`config.mk`:
```
export PLATFORM = sky130hd
export DESIGN_NAME = tldt_dir_ram
export DESIGN_NICKNAME = d
export VERILOG_FILES = /design/src/sv/tldt_pkg.sv /design/src/sv/tldt_dir_ram.sv
export SDC_FILE = /design/constraint.sdc
export NUM_CORES = 1
export LEC_CHECK = 0
export ABC_AREA = 1
export BUFFER_PORTS_ARGS = -buffer_cell sky130_fd_sc_hd__buf_2
export CAP_MARGIN = 20
export CORE_UTILIZATION = 40
export CTS_CLUSTER_SIZE = 30
export DETAILED_ROUTE_END_ITERATION = 8
export SLEW_MARGIN = 25
export SYNTH_ARGS = -nofsm -noshare
export SYNTH_HDL_FRONTEND = slang
export SYNTH_SLANG_ARGS = --single-unit
```
`constraint.sdc`:
```
create_clock -name i_clk -period 6.4 [get_ports i_clk]
set_input_delay 0.32 -clock i_clk [delete_from_list [all_inputs] [get_ports i_clk]]
set_output_delay 0.32 -clock i_clk [all_outputs]
set_load 0.05 [all_outputs]
```
`src/sv/tldt_pkg.sv`:
```
// Package for the two-level directory table: sizes, codes, request and
// response types, and the control groups between the sequencer and the RAMs.
// No dependencies.
`default_nettype none

package tldt_pkg;

    localparam int MAX_DIRS      = 16;
    localparam int FILES_PER_DIR = 16;
    localparam int NAME_BITS     = 64;
    localparam int KEY_W         = 64;
    localparam int SLOT_W        = 4;

    localparam int DIR_IDX_W   = (MAX_DIRS > 1) ? $clog2(MAX_DIRS) : 1;
    localparam int DIR_CNT_W   = $clog2(MAX_DIRS + 1);
    localparam int FILE_IDX_W  = (FILES_PER_DIR > 1) ? $clog2(FILES_PER_DIR) : 1;
    localparam int FILE_CNT_W  = $clog2(FILES_PER_DIR + 1);
    localparam int FILE_ADDR_W = DIR_IDX_W + FILE_IDX_W;
    localparam int FILE_DEPTH  = MAX_DIRS << FILE_IDX_W;

    typedef enum logic [1:0] {
        ACT_MKDIR  = 2'd0,
        ACT_MKFILE = 2'd1,
        ACT_DELETE = 2'd2,
        ACT_SEARCH = 2'd3
    } t_action;

    typedef enum logic [2:0] {
        ST_DONE         = 3'd0,
        ST_DIR_FULL     = 3'd1,
        ST_DIR_EXISTS   = 3'd2,
        ST_DIR_MISSING  = 3'd3,
        ST_FILE_LIMIT   = 3'd4,
        ST_FILE_EXISTS  = 3'd5,
        ST_FILE_MISSING = 3'd6,
        ST_FOUND        = 3'd7
    } t_status;

    typedef enum logic [2:0] {
        S_IDLE,
        S_DIR,
        S_FILE,
        S_DEL_RD,
        S_DEL_WR,
        S_RESP
    } t_state;

    typedef struct packed {
        logic [1:0]       action;
        logic [KEY_W-1:0] dir_key;
        logic [KEY_W-1:0] file_key;
    } t_req;

    typedef struct packed {
        t_status           status;
        logic [SLOT_W-1:0] dir_slot;
        logic [SLOT_W-1:0] file_slot;
    } t_rsp;

    typedef struct packed {
        logic [NAME_BITS-1:0]  name;
        logic [FILE_CNT_W-1:0] total;
    } t_dir_entry;

    typedef struct packed {
        logic                 en;
        logic [DIR_IDX_W-1:0] addr;
        t_dir_entry           entry;
    } t_dir_wr;

    typedef struct packed {
        logic                 en;
        logic [DIR_IDX_W-1:0] addr;
    } t_dir_rd;

    typedef struct packed {
        logic                   en;
        logic [FILE_ADDR_W-1:0] addr;
        logic [NAME_BITS-1:0]   name;
    } t_file_wr;

    typedef struct packed {
        logic                   en;
        logic [FILE_ADDR_W-1:0] addr;
    } t_file_rd;

    function automatic logic [SLOT_W-1:0] dir_slot_out(input logic [DIR_IDX_W-1:0] idx);
        logic [DIR_IDX_W+SLOT_W-1:0] ext;
        ext = {{SLOT_W{1'b0}}, idx};
        return ext[SLOT_W-1:0];
    endfunction

    function automatic logic [SLOT_W-1:0] file_slot_out(input logic [FILE_IDX_W-1:0] idx);
        logic [FILE_IDX_W+SLOT_W-1:0] ext;
        ext = {{SLOT_W{1'b0}}, idx};
        return ext[SLOT_W-1:0];
    endfunction

endpackage

`default_nettype wire

```
`src/sv/tldt_dir_ram.sv`:
```
// Directory RAM: one name and one file count per directory slot, one write
// and one registered read per cycle. Depends on tldt_pkg.
`default_nettype none

module tldt_dir_ram (
    input  wire logic                  i_clk,
    input  wire tldt_pkg::t_dir_wr     i_wr,
    input  wire tldt_pkg::t_dir_rd     i_rd,
    output tldt_pkg::t_dir_entry       o_rd_data
);

    tldt_pkg::t_dir_entry r_mem [tldt_pkg::MAX_DIRS];
    tldt_pkg::t_dir_entry r_rd_data;

    always_ff @(posedge i_clk) begin
        if (i_wr.en) begin
            r_mem[i_wr.addr] <= i_wr.entry;
        end
        if (i_rd.en) begin
            r_rd_data <= r_mem[i_rd.addr];
        end
    end

    assign o_rd_data = r_rd_data;

endmodule

`default_nettype wire

```
==> flow_summary.toml, run 1 <==
[clocking]
postCtsSetupBuffers = 0
root_buffer = "clkbuf_16"
cts.sinks = 1173
cts.clk_slew.worst_paths_ps = 60
cts_tree = "built"
cts.repair.resized = 0
htreeDepth = 3
cts_buffers = 119
cts_hold_buffers = 69
clock_latency_ps = 720
cts_buffer_depth = 3

[detailed_routing]
detail-route-antenna-nets = 0
post-route-drc-count = 0
first_pass_iters = 5
num_vias = 31390
dr.first_iter.drc_count = 3037
wirelength_um = 124800
wl_per_cell_um = 19.44
vias_per_cell = 4.890

[yosys]
ys_ff_latch = 1173
yosys.area.top_type = "edfxtp_1"
synth_top_area_share_pct = 71.36
synth_fp_nets = 4618
synth_area_per_cell_um2 = 10.88
synthCells = 4538
yosysSeqAreaShare_pct = 71.36
synth.distinct_cells = 13
ys_top_cells_by_area = "edfxtp_1, nand2_1, nand3_1"
ys_warn_count = 0
syn_area_um2 = 49360

[sta]
hold_violations = 0
setup_violations = 0
rsz0062_at_grt = "false"
fmax_mhz = 378.6
relSlewSlack_pct = 27.45
setup-tns-final_ps = 0
worst_slew_pin_slew_ps = 1088
finalMaxSlewViolations = 0
period_share_pct = 41.27
fin_skew_ps = 28.87
period_needed_ps = 2641

[die]
io_pins = 149
die-area_um2 = 124800
row_count = 128
start_util_pct = 40.45
core-area_um2 = 122000
die_h_um = 353.3
die_w_um = 353.3

[critical_path]
r2r-end = "o_rd_data[1]"
critPathMaxFanout = 190
regToRegSetupSlack_ps = 5140
reg2reg_from = "r_mem[7][1]"
reg2reg_depth = 6
cp-start-kind = "primary input"
cp.arrival_ps = 3070
crit_path_end_kind = "flip-flop"
required_ps = 6830
crit_type = "in -> reg"

[pwr]
swShare_pct = 23.05
power.internal_mw = 12.63
switchingPower_mw = 3.782
power_frac_seq_pct = 53.1
power_frac_clock_pct = 40.1
p_leak_nw = 23.38
ir_worst_vdd_mv = 0.2123
p_comb_share_pct = 6.8
p_per_area_nw_per_um2 = 293.5

[grt]
antenna_found_initial = 10
grt_pass1_vias = 30100
grt_overflow = 0
grt_use_total_pct = 19.77
grt_pass1_wl_um = 186500
grt_start_max_net_pins = 191

[cells_and_area]
fin_nets = 4771
area_growth_pct = 13.28
drive_gt1_share_pct = 7.723
final_area_um2 = 55910

[job]
max_cap_violations = 0

[placement]
hpwl_um = 57610
placed_cell_area_um2 = 51530
gp_congestion = 0.7398
numPortBuffers = 148

[min_path]
worstHoldPathType = "in -> reg"
hold_depth = 4
min_to = "o_rd_data[67]"
hold_start = "i_rd[3]"

[outcome]
status = "complete, no violations"
[per-layer routing]
layer | track usage, % | part of all wire [%] | vias up | wire (µm)
met5 | 1.170 | 0.25 | - | 306
met4 | 5.325 | 2.0 | 16 | 2438
met3 | 3.550 | 7.5 | 178 | 9302
met1 | 27.05 | 44 | 15130 | 54310
li1 | - | - | 15040 | -
met2 | 32.26 | 47 | 1029 | 58470
[state kept, by name (all words and copies together) (netlist names)]
name       count
r_mem       1104
o_rd_data     69
[power groups by stage]
stage                     registers (mW)  logic (mW)  clock network, mW
after floorplan                     8.99       0.567                  0
after global placement              8.88        1.07                  0
after detailed placement            8.88        1.08                  0
after CTS                           8.72        1.12               6.70
after global routing                8.73        1.22               6.98
final                               8.71        1.11               6.59
[worst max-delay path, stage by stage]
cell and delay (ps):
buf_8 270, inv_8 710, buf_12 660, nand2_1 110, nand3_1 110, nand3_1 90
nand3_1 120, nand2_1 170
[cell families (layout without fill, tap and decap cells)]
logic type             after synthesis  in the layout  share of synthesized area [%]
and+or+nand+nor                   2302           2302                          19.62
other                                0              4                              0
DFF                               1173           1173                          71.36
buffers and inverters             1063           1316                          9.016
[cell type report]
type	count	area, µm²
repair buffers	261	2041
flip-flops and latches	1173	35220
diodes	4	10.01
inverters	834	3153
clock inverters	62	498.0
clock buffers	159	3149
well taps	1625	2033
fillers	11120	66120
multi-input cells	2302	9806
[how the worst max path moves through the flow]
stage	from	endpoint	slack, ps
global route	i_rd[0]	o_rd_data[1]	3720
finish	i_rd[0]	o_rd_data[1]	3760
detailed placement	i_rd[0]	o_rd_data[1]	3180
floorplan	i_wr[71]	r_mem[10][0]	2480
global placement	i_rd[0]	o_rd_data[1]	3200
CTS	i_rd[0]	o_rd_data[1]	3950
[layout by cell type, fill, tap and decap left out, drive strengths merged]
cell type | synthesis | final
edfxtp | 1173 | 1173
dlygate4sd3 | 0 | 69
clkinv | 1 | 48
inv | 833 | 839
buf | 182 | 192
nand2 | 1454 | 1454
clkinvlp | 0 | 3
bufinv | 0 | 6
nor2 | 17 | 17
clkbuf | 47 | 159
diode | 0 | 4
nand3 | 829 | 829
nand3b | 2 | 2
[synthesized netlist by cell type]
cell type / count
buf_1: 16
buf_2: 119
buf_4: 11
buf_6: 36
clkbuf_1: 47
clkinv_1: 1
edfxtp_1: 1173
inv_1: 831
inv_2: 2
nand2_1: 1454
nand3_1: 829
nand3b_1: 2
nor2_1: 17
[stage by stage]
stage | hold slack [ps] | power, mW | worst slack [ps] | std cells | utilization (%)
floorplan | 418.9 | 9.561 | 2484 | 4538 | -
global placement | 702.1 | 9.941 | 3195 | 6123 | 42.19
finish | 180.9 | 16.41 | 3759 | 6420 | 45.82
CTS | 150.9 | 16.53 | 3947 | 6415 | 45.78
global route | 188.3 | 16.93 | 3716 | 6420 | 45.82
detailed placement | 703.9 | 9.956 | 3178 | 6125 | 42.23
Note: power is estimated with default switching activity, not from simulation.
==> inputs of run 2 (changes only) <==
- clock period: 6.4 -> 2.25 ns (I/O delays scaled with it)
==> flow_summary.toml, run 2 (synthesis results as in run 1) <==
[placement]
gp_congestion = 0.7642
placed_cell_area_um2 = 52280
post-place-ws_ps = 408.2
hpwl_um = 61180
place_inst = 6162
numPortBuffers = 148

[critical_path]
cpPeakStageDelay_ps = 460
critPathMaxFanout = 1
cp-start-kind = "flip-flop"
crit_type = "reg -> out"
cp_slowest_cell = "edfxtp_1"
cp.arrival_ps = 1500
crit_path_end_kind = "output port"
crit_chain = "buf_2"
path_buf_inv = 1
required_ps = 2140
critPathTopFamily = "flip-flops"

[clocking]
clock_latency_ps = 720
postCtsSetupBuffers = 0
root_buffer = "clkbuf_16"
cts_tree = "built"
cts_buffers = 118
cts_buffer_depth = 3
cts.clk_slew.worst_paths_ps = 60
htreeDepth = 3
cts.sinks = 1173

[cells_and_area]
final_area_um2 = 56700
drive_gt1_share_pct = 8.394
fin_nets = 4809
top_register = "r_mem"
area_growth_pct = 14.87
layout.cells.most_common_list = "nand2_1, edfxtp_1, inv_1"
multiInputGateArea_um2 = 9806
fillers = 11020
instances_no_fill = 6452
largest_reg_flops = 1104
layout_commonest_cell = "nand2_1"
post-route-util_pct = 46.46
regArea_um2 = 35220

[detailed_routing]
wl_per_cell_um = 18.26
wl_met2_um = 57550
wl_met3_um = 6286
wirelength_um = 117800
num_vias = 31020
post-route-drc-count = 0
first_pass_iters = 7
top_layer = "met5"
wl_met1_um = 51930
dr.first_iter.drc_count = 2483
vias_per_cell = 4.807
detail-route-antenna-nets = 0

[sta]
worst_hold_slack_ps = 79.30
fin_skew_ps = 20.75
relSlewSlack_pct = 42.80
worst_slew_pin_slew_ps = 858.0
fmax_mhz = 621.6
setup_violations = 0
finalWorstSetupSlack_ps = 641.3
finalMaxSlewViolations = 0
hold_violations = 0
period_needed_ps = 1609
rsz0062_at_grt = "false"
period_share_pct = 71.50

[min_path]
worstHoldPathType = "in -> reg"

[die]
die-area_um2 = 124800
core-area_um2 = 122000
start_util_pct = 40.45
io_pins = 149
row_count = 128
die_h_um = 353.3
die_w_um = 353.3

[job]
max_cap_violations = 0

[pwr]
p_per_area_nw_per_um2 = 827.0
p_leak_nw = 23.72
ir_worst_vdd_mv = 0.6702

[grt]
grt_start_max_net_pins = 126
grt_use_total_pct = 18.72
grt_pass1_vias = 29650
antenna_found_initial = 3
grt_overflow = 0
grt_pass1_wl_um = 179500

[outcome]
status = "complete, no violations"
[run 2: worst min-delay path: stages]
cell	delay [ps]
buf_8	160
nand2_1	100
nand3_1	70
nand3_1	70
nand3_1	90
nand2_1	70
[run 2: through the flow]
stage                     setup TNS (ps)  power, mW
final                                  0      46.89
after global routing                   0      48.47
after CTS                              0      47.34
after detailed placement               0      28.41
after global placement                 0      28.36
after floorplan                  -372010      27.19
[run 2: path summary, 6_finish.rpt]
kind / cells past startpoint / slack, ps / endpoint / startpoint
setup reg to reg: 6 / 970 / o_rd_data[33] / r_mem[9][33]
hold reg to reg: 6 / 720 / o_rd_data[8] / r_mem[3][8]
hold / removal: 6 / 80 / o_rd_data[51] / i_rd[0]
setup / recovery: 1 / 640 / o_rd_data[12] / o_rd_data[12]
[run 2: layout make-up]
class | count | area share (%)
clock inverter | 74 | 1.154
tap | 1625 | 3.586
inverter | 834 | 5.565
sequential | 1173 | 62.12
timing repair buffer | 300 | 4.905
antenna | 2 | 0.008827
multi-input combinational | 2302 | 17.29
clock buffer | 142 | 5.367
[run 2: routing by layer]
layer	vias up	track usage [%]
li1	15110	-
met1	14980	25.55
met2	768	31.65
met3	150	2.481
met4	4	4.545
met5	-	0
[run 2: repair_timing]
| action | CTS | global route |
|---|---|---|
| resized for setup | 0 | 0 |
| hold endpoints to repair | 1112 | 0 |
| hold buffers | 72 | 0 |
[run 2: report_power, final]
group / leakage [nW] / switching [mW] / internal, mW
clock network: 1.80 / 8.30 / 10.6
registers: 10.7 / 0.150 / 24.6
logic: 11.3 / 2.36 / 0.887
total: 23.7 / 10.8 / 36.1
